==> src/sv/cfst_pkg.sv <==
// ============================================================================
// cfst_pkg
// Shared types, codes and helpers of the CAN frame to SLCAN text encoder.
// ============================================================================
package cfst_pkg;

    localparam int IdWidth    = 29;
    localparam int LenWidth   = 4;
    localparam int DataWidth  = 64;
    localparam int TsWidth    = 16;
    localparam int CharWidth  = 8;
    localparam int CntWidth   = 4;   // up to 16 data digits per line

    localparam logic [LenWidth-1:0]  MaxLen     = 4'd8;
    localparam logic [CharWidth-1:0] CharStdDat = 8'h74;  // 't'
    localparam logic [CharWidth-1:0] CharStdRem = 8'h72;  // 'r'
    localparam logic [CharWidth-1:0] CharExtDat = 8'h54;  // 'T'
    localparam logic [CharWidth-1:0] CharExtRem = 8'h52;  // 'R'
    localparam logic [CharWidth-1:0] CharZero   = 8'h30;
    localparam logic [CharWidth-1:0] CharUpperA = 8'h41;
    localparam logic [CharWidth-1:0] CharCr     = 8'h0D;
    localparam logic [CharWidth-1:0] HexTen     = 8'd10;

    // which field of the line the datapath sends next
    typedef enum logic [2:0] {
        SEL_TYPE = 3'd0,
        SEL_ID   = 3'd1,
        SEL_LEN  = 3'd2,
        SEL_DATA = 3'd3,
        SEL_TS   = 3'd4,
        SEL_CR   = 3'd5
    } t_sel;

    typedef struct packed {
        logic take;      // idle: frame channel ready
        logic emit;      // load one char into the output register
        t_sel sel;
    } t_cmd;

    typedef struct packed {
        logic frame_acc;   // frame accepted this cycle
        logic out_free;    // output register can take a char
        logic has_data;    // data frame with nonzero length
        logic ts_en;
        logic field_last;  // current char ends the selected field
    } t_status;

    function automatic logic [CharWidth-1:0] hex_char(input logic [3:0] d);
        logic [CharWidth-1:0] w;
        w = {4'b0000, d};
        return (d <= 4'd9) ? (CharZero + w) : (CharUpperA + w - HexTen);
    endfunction

endpackage

==> src/sv/cfst_ifs.sv <==
// ============================================================================
// cfst_ifs
// Valid/ready channels of the encoder: frame in, text out, config write.
// ============================================================================
interface cfst_frame_if;
    logic                           valid;
    logic                           ready;
    logic                           is_extended;
    logic                           is_remote;
    logic [cfst_pkg::IdWidth-1:0]   identifier;
    logic [cfst_pkg::LenWidth-1:0]  length_code;
    logic [cfst_pkg::DataWidth-1:0] data_bytes;
    logic [cfst_pkg::TsWidth-1:0]   timestamp;

    modport source (output valid, is_extended, is_remote, identifier, length_code,
                    data_bytes, timestamp, input ready);
    modport sink   (input valid, is_extended, is_remote, identifier, length_code,
                    data_bytes, timestamp, output ready);
endinterface

interface cfst_text_if;
    logic                           valid;
    logic                           ready;
    logic [cfst_pkg::CharWidth-1:0] text_char;
    logic                           is_last;

    modport source (output valid, text_char, is_last, input ready);
    modport sink   (input valid, text_char, is_last, output ready);
endinterface

interface cfst_cfg_if;
    logic valid;
    logic ready;
    logic timestamp_enable;

    modport source (output valid, timestamp_enable, input ready);
    modport sink   (input valid, timestamp_enable, output ready);
endinterface

==> src/sv/cfst_datapath.sv <==
// ============================================================================
// cfst_datapath
// Frame capture, digit counter, character select and output register.
// ============================================================================
module cfst_datapath (
    input  logic              i_clk,
    input  logic              i_rst_n,
    input  cfst_pkg::t_cmd    i_cmd,
    output cfst_pkg::t_status o_status,
    cfst_frame_if.sink        i_frame,
    cfst_text_if.source       o_text,
    cfst_cfg_if.sink          i_cfg
);

    logic                            r_ext, r_rem, r_ts_en;
    logic [cfst_pkg::IdWidth-1:0]    r_id;
    logic [cfst_pkg::LenWidth-1:0]   r_len;
    logic [cfst_pkg::DataWidth-1:0]  r_data;
    logic [cfst_pkg::TsWidth-1:0]    r_ts;
    logic [cfst_pkg::CntWidth-1:0]   r_cnt, n_cnt;
    logic                            r_out_valid, n_out_valid;
    logic [cfst_pkg::CharWidth-1:0]  r_out_char, n_out_char;
    logic                            r_out_last, n_out_last;

    logic                            frame_acc;
    logic [31:0]                     id_word;
    logic [2:0]                      id_idx;
    logic [3:0]                      nib;
    logic [cfst_pkg::LenWidth:0]     data_end;
    logic [cfst_pkg::CntWidth-1:0]   id_end;
    logic                            field_last;

    assign frame_acc     = i_frame.valid && i_cmd.take;
    assign i_frame.ready = i_cmd.take;
    assign i_cfg.ready   = 1'b1;

    // standard ids show only the low 11 bits
    assign id_word  = r_ext ? {3'b000, r_id} : {21'd0, r_id[10:0]};
    assign id_end   = r_ext ? 4'd7 : 4'd2;
    assign id_idx   = id_end[2:0] - r_cnt[2:0];
    assign data_end = {r_len, 1'b0} - 5'd1;

    always_comb begin
        nib        = 4'h0;
        field_last = 1'b1;
        n_out_char = cfst_pkg::CharCr;
        case (i_cmd.sel)
            cfst_pkg::SEL_TYPE: begin
                n_out_char = r_ext ? (r_rem ? cfst_pkg::CharExtRem : cfst_pkg::CharExtDat)
                                   : (r_rem ? cfst_pkg::CharStdRem : cfst_pkg::CharStdDat);
            end
            cfst_pkg::SEL_ID: begin
                nib        = id_word[{id_idx, 2'b00} +: 4];
                field_last = (r_cnt == id_end);
                n_out_char = cfst_pkg::hex_char(nib);
            end
            cfst_pkg::SEL_LEN: begin
                n_out_char = cfst_pkg::CharZero + {4'b0000, r_len};
            end
            cfst_pkg::SEL_DATA: begin
                // high nibble of each byte first
                nib        = r_data[{r_cnt[3:1], ~r_cnt[0], 2'b00} +: 4];
                field_last = (r_cnt == data_end[cfst_pkg::CntWidth-1:0]);
                n_out_char = cfst_pkg::hex_char(nib);
            end
            cfst_pkg::SEL_TS: begin
                nib        = r_ts[{2'd3 - r_cnt[1:0], 2'b00} +: 4];
                field_last = (r_cnt == 4'd3);
                n_out_char = cfst_pkg::hex_char(nib);
            end
            cfst_pkg::SEL_CR: begin
                n_out_char = cfst_pkg::CharCr;
            end
            default: begin
                n_out_char = cfst_pkg::CharCr;
            end
        endcase
    end

    always_comb begin
        n_cnt       = r_cnt;
        n_out_valid = r_out_valid && !o_text.ready;
        n_out_last  = (i_cmd.sel == cfst_pkg::SEL_CR);
        if (i_cmd.emit) begin
            n_out_valid = 1'b1;
            n_cnt       = field_last ? '0 : r_cnt + 4'd1;
        end
    end

    always_ff @(posedge i_clk) begin
        if (!i_rst_n) begin
            r_cnt       <= '0;
            r_out_valid <= 1'b0;
            r_ts_en     <= 1'b0;
        end else begin
            r_cnt       <= n_cnt;
            r_out_valid <= n_out_valid;
            if (i_cfg.valid) begin
                r_ts_en <= i_cfg.timestamp_enable;
            end
        end
    end

    always_ff @(posedge i_clk) begin
        if (frame_acc) begin
            r_ext  <= i_frame.is_extended;
            r_rem  <= i_frame.is_remote;
            r_id   <= i_frame.identifier;
            r_len  <= (i_frame.length_code > cfst_pkg::MaxLen) ? cfst_pkg::MaxLen
                                                               : i_frame.length_code;
            r_data <= i_frame.data_bytes;
            r_ts   <= i_frame.timestamp;
        end
        if (i_cmd.emit) begin
            r_out_char <= n_out_char;
            r_out_last <= n_out_last;
        end
    end

    assign o_text.valid     = r_out_valid;
    assign o_text.text_char = r_out_char;
    assign o_text.is_last   = r_out_last;

    assign o_status.frame_acc  = frame_acc;
    assign o_status.out_free   = !r_out_valid || o_text.ready;
    assign o_status.has_data   = !r_rem && (r_len != '0);
    assign o_status.ts_en      = r_ts_en;
    assign o_status.field_last = field_last;

`ifndef SYNTH
    a_last_is_cr: assert property (@(posedge i_clk) disable iff (!i_rst_n)
        r_out_valid && r_out_last |-> r_out_char == cfst_pkg::CharCr)
        else $error("last mark on a char other than CR");
    a_emit_loads: assert property (@(posedge i_clk) disable iff (!i_rst_n)
        i_cmd.emit |=> r_out_valid)
        else $error("emitted char not held in output register");
    a_len_clamped: assert property (@(posedge i_clk) disable iff (!i_rst_n)
        frame_acc |=> r_len <= cfst_pkg::MaxLen)
        else $error("length code not clamped");
    a_id_count: assert property (@(posedge i_clk) disable iff (!i_rst_n)
        i_cmd.emit && i_cmd.sel == cfst_pkg::SEL_ID |-> r_cnt <= id_end)
        else $error("identifier digit counter overran");
`endif

endmodule

==> src/sv/cfst_ctrl.sv <==
// ============================================================================
// cfst_ctrl
// Line sequencer: walks the fields of one SLCAN line, one char per step.
// ============================================================================
module cfst_ctrl (
    input  logic              i_clk,
    input  logic              i_rst_n,
    input  cfst_pkg::t_status i_status,
    output cfst_pkg::t_cmd    o_cmd
);

    typedef enum logic [6:0] {
        S_IDLE = 7'b0000001,
        S_TYPE = 7'b0000010,
        S_ID   = 7'b0000100,
        S_LEN  = 7'b0001000,
        S_DATA = 7'b0010000,
        S_TS   = 7'b0100000,
        S_CR   = 7'b1000000
    } t_state;

    t_state        r_state, n_state;
    t_state        after_body;
    logic          emit;
    cfst_pkg::t_sel sel;

    assign emit       = (r_state != S_IDLE) && i_status.out_free;
    assign after_body = i_status.ts_en ? S_TS : S_CR;

    always_comb begin
        n_state = r_state;
        sel     = cfst_pkg::SEL_CR;
        case (r_state)
            S_IDLE: begin
                if (i_status.frame_acc) n_state = S_TYPE;
            end
            S_TYPE: begin
                sel = cfst_pkg::SEL_TYPE;
                if (emit) n_state = S_ID;
            end
            S_ID: begin
                sel = cfst_pkg::SEL_ID;
                if (emit && i_status.field_last) n_state = S_LEN;
            end
            S_LEN: begin
                sel = cfst_pkg::SEL_LEN;
                if (emit) n_state = i_status.has_data ? S_DATA : after_body;
            end
            S_DATA: begin
                sel = cfst_pkg::SEL_DATA;
                if (emit && i_status.field_last) n_state = after_body;
            end
            S_TS: begin
                sel = cfst_pkg::SEL_TS;
                if (emit && i_status.field_last) n_state = S_CR;
            end
            S_CR: begin
                sel = cfst_pkg::SEL_CR;
                if (emit) n_state = S_IDLE;
            end
            default: begin
                n_state = S_IDLE;
            end
        endcase
    end

    assign o_cmd.sel  = sel;
    assign o_cmd.take = (r_state == S_IDLE);
    assign o_cmd.emit = emit;

    always_ff @(posedge i_clk) begin
        if (!i_rst_n) begin
            r_state <= S_IDLE;
        end else begin
            r_state <= n_state;
        end
    end

`ifndef SYNTH
    a_state_onehot: assert property (@(posedge i_clk) disable iff (!i_rst_n)
        $onehot(r_state))
        else $error("state register not one-hot");
    a_accept_starts: assert property (@(posedge i_clk) disable iff (!i_rst_n)
        i_status.frame_acc |=> r_state == S_TYPE)
        else $error("accepted frame did not start a line");
    a_cr_ends: assert property (@(posedge i_clk) disable iff (!i_rst_n)
        r_state == S_CR && emit |=> r_state == S_IDLE)
        else $error("line did not close after CR");
`endif

endmodule

==> src/sv/can_frame_to_slcan_text.sv <==
// ============================================================================
// can_frame_to_slcan_text
// Encodes one received CAN frame as one SLCAN ASCII line, one char per item.
// ============================================================================
// One frame item in, 6 to 31 char items out: type letter (t/r/T/R), id in
// upper-case hex (3 or 8 digits), length digit (code clamped to 8), two hex
// digits per data byte for data frames, four timestamp digits when
// timestamp_enable is set, then CR flagged with is_last. The sequencer sends
// one char per cycle from the output register while the sink is ready: it
// first takes the frame, then sends the chars of the line in turn. A new
// frame is taken only once the CR has been loaded into the output register;
// back-pressure on the text side simply stretches the line. Write
// timestamp_enable only between lines.
// ============================================================================
module can_frame_to_slcan_text (
    input  logic        i_clk,
    input  logic        i_rst_n,
    cfst_frame_if.sink  i_frame,
    cfst_text_if.source o_text,
    cfst_cfg_if.sink    i_cfg
);

    // controller <-> datapath
    cfst_pkg::t_cmd    cmd;
    cfst_pkg::t_status status;

    // field sequencer
    cfst_ctrl u_ctrl (
        .i_clk    (i_clk),
        .i_rst_n  (i_rst_n),
        .i_status (status),
        .o_cmd    (cmd)
    );

    // capture regs, digit select, output register, config register
    cfst_datapath u_datapath (
        .i_clk    (i_clk),
        .i_rst_n  (i_rst_n),
        .i_cmd    (cmd),
        .o_status (status),
        .i_frame  (i_frame),
        .o_text   (o_text),
        .i_cfg    (i_cfg)
    );

endmodule
==> src/flat_wrapper.sv <==
// flat-port wrapper written by rule: the top's interface ports become plain ports
module can_frame_to_slcan_text_flat 
  (i_clk, i_rst_n, i_frame_valid, i_frame_is_extended, i_frame_is_remote, i_frame_identifier, i_frame_length_code, i_frame_data_bytes, i_frame_timestamp, i_frame_ready, o_text_valid, o_text_text_char, o_text_is_last, o_text_ready, i_cfg_valid, i_cfg_timestamp_enable, i_cfg_ready);
  cfst_frame_if i_frame_i ();
  cfst_text_if o_text_i ();
  cfst_cfg_if i_cfg_i ();
  input  logic i_clk;
  input  logic i_rst_n;
  input wire logic [$bits(i_frame_i.valid)-1:0] i_frame_valid;
  input wire logic [$bits(i_frame_i.is_extended)-1:0] i_frame_is_extended;
  input wire logic [$bits(i_frame_i.is_remote)-1:0] i_frame_is_remote;
  input wire logic [$bits(i_frame_i.identifier)-1:0] i_frame_identifier;
  input wire logic [$bits(i_frame_i.length_code)-1:0] i_frame_length_code;
  input wire logic [$bits(i_frame_i.data_bytes)-1:0] i_frame_data_bytes;
  input wire logic [$bits(i_frame_i.timestamp)-1:0] i_frame_timestamp;
  output wire logic [$bits(i_frame_i.ready)-1:0] i_frame_ready;
  output wire logic [$bits(o_text_i.valid)-1:0] o_text_valid;
  output wire logic [$bits(o_text_i.text_char)-1:0] o_text_text_char;
  output wire logic [$bits(o_text_i.is_last)-1:0] o_text_is_last;
  input wire logic [$bits(o_text_i.ready)-1:0] o_text_ready;
  input wire logic [$bits(i_cfg_i.valid)-1:0] i_cfg_valid;
  input wire logic [$bits(i_cfg_i.timestamp_enable)-1:0] i_cfg_timestamp_enable;
  output wire logic [$bits(i_cfg_i.ready)-1:0] i_cfg_ready;
  assign i_frame_i.valid = i_frame_valid;
  assign i_frame_i.is_extended = i_frame_is_extended;
  assign i_frame_i.is_remote = i_frame_is_remote;
  assign i_frame_i.identifier = i_frame_identifier;
  assign i_frame_i.length_code = i_frame_length_code;
  assign i_frame_i.data_bytes = i_frame_data_bytes;
  assign i_frame_i.timestamp = i_frame_timestamp;
  assign i_frame_ready = i_frame_i.ready;
  assign o_text_valid = o_text_i.valid;
  assign o_text_text_char = o_text_i.text_char;
  assign o_text_is_last = o_text_i.is_last;
  assign o_text_i.ready = o_text_ready;
  assign i_cfg_i.valid = i_cfg_valid;
  assign i_cfg_i.timestamp_enable = i_cfg_timestamp_enable;
  assign i_cfg_ready = i_cfg_i.ready;
  can_frame_to_slcan_text u_core (.i_clk(i_clk), .i_rst_n(i_rst_n), .i_frame(i_frame_i), .o_text(o_text_i), .i_cfg(i_cfg_i));
endmodule
==> config.mk <==
export PLATFORM = sky130hd
export DESIGN_NAME = can_frame_to_slcan_text_flat
export DESIGN_NICKNAME = d
export VERILOG_FILES = /design/src/sv/cfst_pkg.sv /design/src/sv/cfst_ifs.sv /design/src/sv/cfst_datapath.sv /design/src/sv/cfst_ctrl.sv /design/src/sv/can_frame_to_slcan_text.sv /design/src/flat_wrapper.sv
export SDC_FILE = /design/constraint.sdc
export NUM_CORES = 1
export LEC_CHECK = 0
export ABC_CLOCK_PERIOD_IN_PS = 4750
export BUFFER_PORTS_ARGS = -buffer_cell sky130_fd_sc_hd__buf_4
export CORE_MARGIN = 1.5
export CORE_UTILIZATION = 50
export DETAILED_ROUTE_END_ITERATION = 10
export PLACE_DENSITY = 0.85
export SETUP_SLACK_MARGIN = 0.2
export SYNTH_ARGS = -nofsm -noshare
export SYNTH_HDL_FRONTEND = slang
export SYNTH_HIERARCHICAL = 1
export SYNTH_SLANG_ARGS = --single-unit
==> constraint.sdc <==
create_clock -name i_clk -period 4.75 [get_ports i_clk]
set_input_delay 0.95 -clock i_clk [delete_from_list [all_inputs] [get_ports i_clk]]
set_output_delay 0.95 -clock i_clk [all_outputs]
set_load 0.02 [all_outputs]
# After elaboration in Yosys (flattened, before gate mapping)
# Index checks and enable logic that the tools add are counted.
# W data, S select, Z words.
[totals]
reg_bits = 137
in_bits = 121
out_inout_bits = 12
wordCells = 92
[op_classes]
addsub = 14
n_lt_le_gt_ge = 4
eq_ne = 23
shift = 3
n_mux = 23
bitwise_logic = 1
n_reduce_logical = 12
[ops]
columns = ["op", "count"]
rows = [
  ["$shiftx A64 B7 Y4", 1],
  ["$mux W7", 9],
  ["$pmux W7 S7", 1],
  ["$pmux W8 S5", 1],
  ["$shiftx A32 B6 Y4", 1],
  ["$mux W29", 1],
  ["$add A6 B4 Y7 const A", 4],
  ["$add A7 B4 Y8 const A", 3],
  ["$mux W8", 3],
  ["$sub A8 B4 Y8 const B", 3],
  ["$shiftx A16 B5 Y4", 1],
  ["$pmux W3 S5", 1],
  ["$le A4 B4 Y1 const B", 3],
  ["$ne A2 B2 Y1 const B", 6],
  ["$mux W3", 3],
  ["$eq A7 B1 Y1 const B", 1],
  ["$eq A7 B2 Y1 const B", 1],
  ["$eq A7 B3 Y1 const B", 1],
  ["$eq A7 B4 Y1 const B", 1],
  ["$eq A7 B5 Y1 const B", 1],
  ["$eq A7 B6 Y1 const B", 1],
  ["$eq A7 B7 Y1 const B", 1],
  ["$ne A7 B1 Y1 const B", 1],
  ["$reduce_and A7 Y1", 1],
  ["22 further kinds", 30],
]

# Longest topological paths before layout
[logic_depth]
word_depth = 7
depth_mapped = 16
mapped_depth_nobuf = 13

# By module
# Netlist, hierarchy kept.
[by_module_without_submodules]
columns = ["mod", "n_inst", "cells_each", "area_per_inst_um2", "seq_area_each_um2"]
rows = [
  ["cfst_datapath", 1, 354, 5749.3, 3813.7],
  ["cfst_ctrl", 1, 79, 614.3, 140.1],
]

# Worst setup path before layout
# No wires, ideal clock.
[synth_timing]
kind = "register to register"
from = "register u_core.u_ctrl.r_state[2]"
to = "register u_core.u_ctrl.r_state[5]"
setup_ps = 87
arrival_time_ps = 4699
required_time_ps = 4663
setup_slack_ps = -36
stages_incl_launch_ff = 11
n_path_buf = 2
synth_period_minus_slack_ps = 4786
path_cell_list = "dfxtp_1 > buf_2 > nor3_1 > nand2_1 > nor2_1 > and2_1 > buf_4 > or2_2 > a21oi_1 > o21a_4 > o31ai_1"
[synth_lines]
columns = ["item", "line_no", "rtl"]
rows = [
  ["start, declared", "cfst_ctrl.sv:22", "t_state r_state, n_state;"],
  ["start signal, assigned", "cfst_ctrl.sv:75", "r_state <= n_state;"],
]

==> impl_metrics.toml <==
[outcome]
outcome = "finished clean"

[placed_design]
placed_area_mm2 = 0.00738
io_buffers = 130
dp_cells = 711
pre_cts_ws_ns = 0.716
detailed_place_hpwl_um = 8860
place_congestion = 0.879

[timing]
min_period_over_period_pct = 85.8
setup_viol_count_final = 0
fin_crit_ns = 4.08
slew_viol_final = 0
worstMarginPinSlew_ns = 0.885
tns_ns = 0
fin_skew_ns = 0.0188
slew_headroom_pct = 41.0
timing.fmax_ghz = 0.245
grt_setup_unrepaired = "false"
hold_violations = 0
setup_ws_ns = 0.675

[floorplanning]
dieArea_mm2 = 0.0134
io_pins = 133
core_region_area_mm2 = 0.0125
die_h_um = 116
initial_utilization_pct = 50.8
row_count = 41
die_x_um = 116

[pwr]
peakVddDrop_v = 0.000343
leakage_nw = 2.96
power_density_mw_per_mm2 = 502

[detailed_routing]
vias_per_cell = 5.48
wl_per_cell_um = 17.6
ant_nets = 0
vias = 4067
drt-pass1-iter-count = 4
drc = 0
drt_iter0_drc = 220
drt_wl_total_um = 13100

[cts]
cts_resized = 0
clock-sinks = 136
hold_buffers = 0
post_cts.repair.setup_buffers = 0
clock-root-buffer = "clkbuf_16"
clk_latency_ns = 0.41
clkTransAtPathRegs_ns = 0.06
h-tree-depth = 4
cts_tree = "done"
cts_made_buffers = 17
max-clock-path-buffers = 2

[synth]
synth_compound_area_share_pct = 9.08
synth_seq_cells = 136
synthXorXnorAreaFrac_pct = 1.73
synth-main-ff-cell = "edfxtp_1"
synthSimpleGateAreaFrac_pct = 9.44
synth_top_family_by_area = "multiplexers"
synth_seq_area_share_pct = 62.1
synth_cell_types = 76
yosys-mux-area-fraction_pct = 11.1
synthAdderAreaFrac_pct = 1.97
synth_area_per_cell_um2 = 14.7
async_flop_share_pct = 0
synth_edf_count = 123
netlist_area_mm2 = 0.00636
synthCells = 433
syn_nets = 564
yosys_warnings = 6

[global_route]
grt_pass1_wl_um = 19800
grt_pass1_vias = 4039
grt.total_usage_pct = 19.9
grt_overflow = 0
grt_max_degree = 74
antenna_found_initial = 0

[setup_path]
rrSetupSlack_ns = 0.67
critPathCaptureType = "register"
path_class = "reg -> reg"
crit_path_max_fanout = 17
cp_data_arrival_time_ns = 4.41
cp_slowest_stage_delay_ns = 0.57
r2r-start = "u_core/u_ctrl/r_state[5]"
cp_slowest_cell = "dfxtp_1"
cp-endpoint = "u_core/u_ctrl/r_state[4]"
crit_path_start = "u_core/u_ctrl/r_state[5]"
crit_required_ns = 5.09
path_cells = "xor2_1, o211ai_1, a21oi_1, nand2_1, nor2b_1, mux2_1, nand3_1, a221oi_1, or2_1, or4_4, o21ai_4, o21a_4, mux2i_1"
worstRegToRegCells = 13
r2r-end = "u_core/u_ctrl/r_state[4]"
critical_path.startpoint_type = "register"

[cells_and_area]
final_util_pct = 63.5
final_area_mm2 = 0.00794
fin_nets = 689
layout.cells.non_filler = 742
layout-drive-gt1-share_pct = 35.8
area_growth_pct = 24.8
n_antenna_cell = 0

[hold_path]
whs_path_depth = 2
min-delay-path-class = "reg -> reg"

[run]
cap_violations = 0
[cells in the mapped netlist (all sizes together) (5+ instances only)]
master / instances / area share (%)
xnor2: 6 / 0.83
o21ai: 14 / 1.5
dfxtp: 13 / 4.1
a21oi: 11 / 0.87
clkbuf: 6 / 0.35
mux2: 5 / 0.88
nor2: 22 / 1.4
inv: 15 / 0.88
edfxtp: 123 / 58
o2111ai: 5 / 0.69
mux4: 24 / 8.6
buf: 22 / 2.5
nand3: 8 / 0.63
nand3b: 6 / 0.71
nor2b: 12 / 1.2
nand2b: 5 / 0.49
mux2i: 10 / 1.6
ha: 10 / 2.0
nand2: 29 / 1.7
o22ai: 5 / 0.49
nor3: 7 / 0.55
[registers in the layout, indices dropped and copies added, names as in the netlist]
register                            count
u_core/u_datapath/r_cnt                 4
u_core/u_datapath/r_rem                 1
u_core/u_datapath/o_text.valid          1
u_core/u_datapath/r_len                 4
u_core/u_datapath/r_ts_en               1
u_core/u_datapath/r_ext                 1
u_core/u_datapath/o_text.is_last        1
u_core/u_datapath/o_text.text_char      7
u_core/u_datapath/r_data               64
u_core/u_ctrl/r_state                   7
u_core/u_datapath/r_ts                 16
u_core/u_datapath/r_id                 29
[placed cells by master (no fill, tap or decap), drive strengths merged, types with 6 or more instances in the layout]
| cell | n |
|---|---|
| nor2 | 22 |
| buf | 137 |
| nand2 | 29 |
| nand3 | 8 |
| edfxtp | 123 |
| nand3b | 6 |
| a21oi | 11 |
| clkbuf | 18 |
| xnor2 | 6 |
| nor2b | 12 |
| mux4 | 24 |
| inv | 16 |
| mux2i | 10 |
| nor3 | 7 |
| clkinv | 6 |
| dfxtp | 13 |
| ha | 10 |
| o21ai | 14 |
[stage by stage]
stage / power, mW / hold WS [ns]
2_1_floorplan: 2.46 / 0.479
3_3_place_gp: 2.72 / 0.475
3_5_place_dp: 2.76 / 0.492
4_1_cts: 4.01 / 0.499
5_1_grt: 4.16 / 0.510
6_report: 3.99 / 0.492
[routing by layer]
metal  global-route usage, %  vias up  share of wire (%)
li1                        -     1930                  -
met1                    23.4     1962                 41
met2                    34.2      157                 52
met3                    4.50       18                5.1
met4                    10.7        0                2.0
met5                       0        -                  0
[power by group]
group	switching [mW]	internal [mW]
clock network	0.476	0.765
registers	0.0965	1.68
logic	0.572	0.403
total	1.14	2.85
[critical path: cells and delay by family (launching register included)]
kind,cells,cell delay (ns)
DFF,1,0.57
and+or+nand+nor,5,1.57
muxes,2,0.53
xor gates and xnor gates,1,0.19
AOI/OAI and AO/OA,5,1.14
[kinds of logic after synthesis]
group / count (synthesis)
buffers and inverters: 46
XOR/XNOR: 11
AND/OR/NAND/NOR: 112
other: 2
AO/OA/AOI/OAI: 77
flip-flops: 136
multiplexers: 39
adder cells (fa/ha/maj): 10
[cell type report]
cell class / count / area, µm²
Fill cell: 894 / 4570
Sequential cell: 136 / 3950
Multi-Input combinational cell: 251 / 2130
Timing Repair Buffer: 137 / 1030
Clock buffer: 18 / 429
Tap cell: 172 / 215
Clock inverter: 13 / 131
Inverter: 15 / 56.3
[how the worst min path moves through the flow]
stage	startpoint	end	slack, ns
final	u_core/u_datapath/r_ts_en	u_core/u_ctrl/r_state[5]	0.49
after global routing	u_core/u_datapath/r_ts_en	u_core/u_ctrl/r_state[5]	0.51
after CTS	u_core/u_datapath/r_ts_en	u_core/u_ctrl/r_state[5]	0.50
after detailed placement	u_core/u_datapath/r_ts_en	u_core/u_ctrl/r_state[5]	0.49
after global placement	u_core/u_datapath/r_ts_en	u_core/u_ctrl/r_state[5]	0.47
after floorplan	u_core/u_ctrl/r_state[6]	u_core/u_ctrl/r_state[6]	0.48
(Power assumes the default switching activity.)
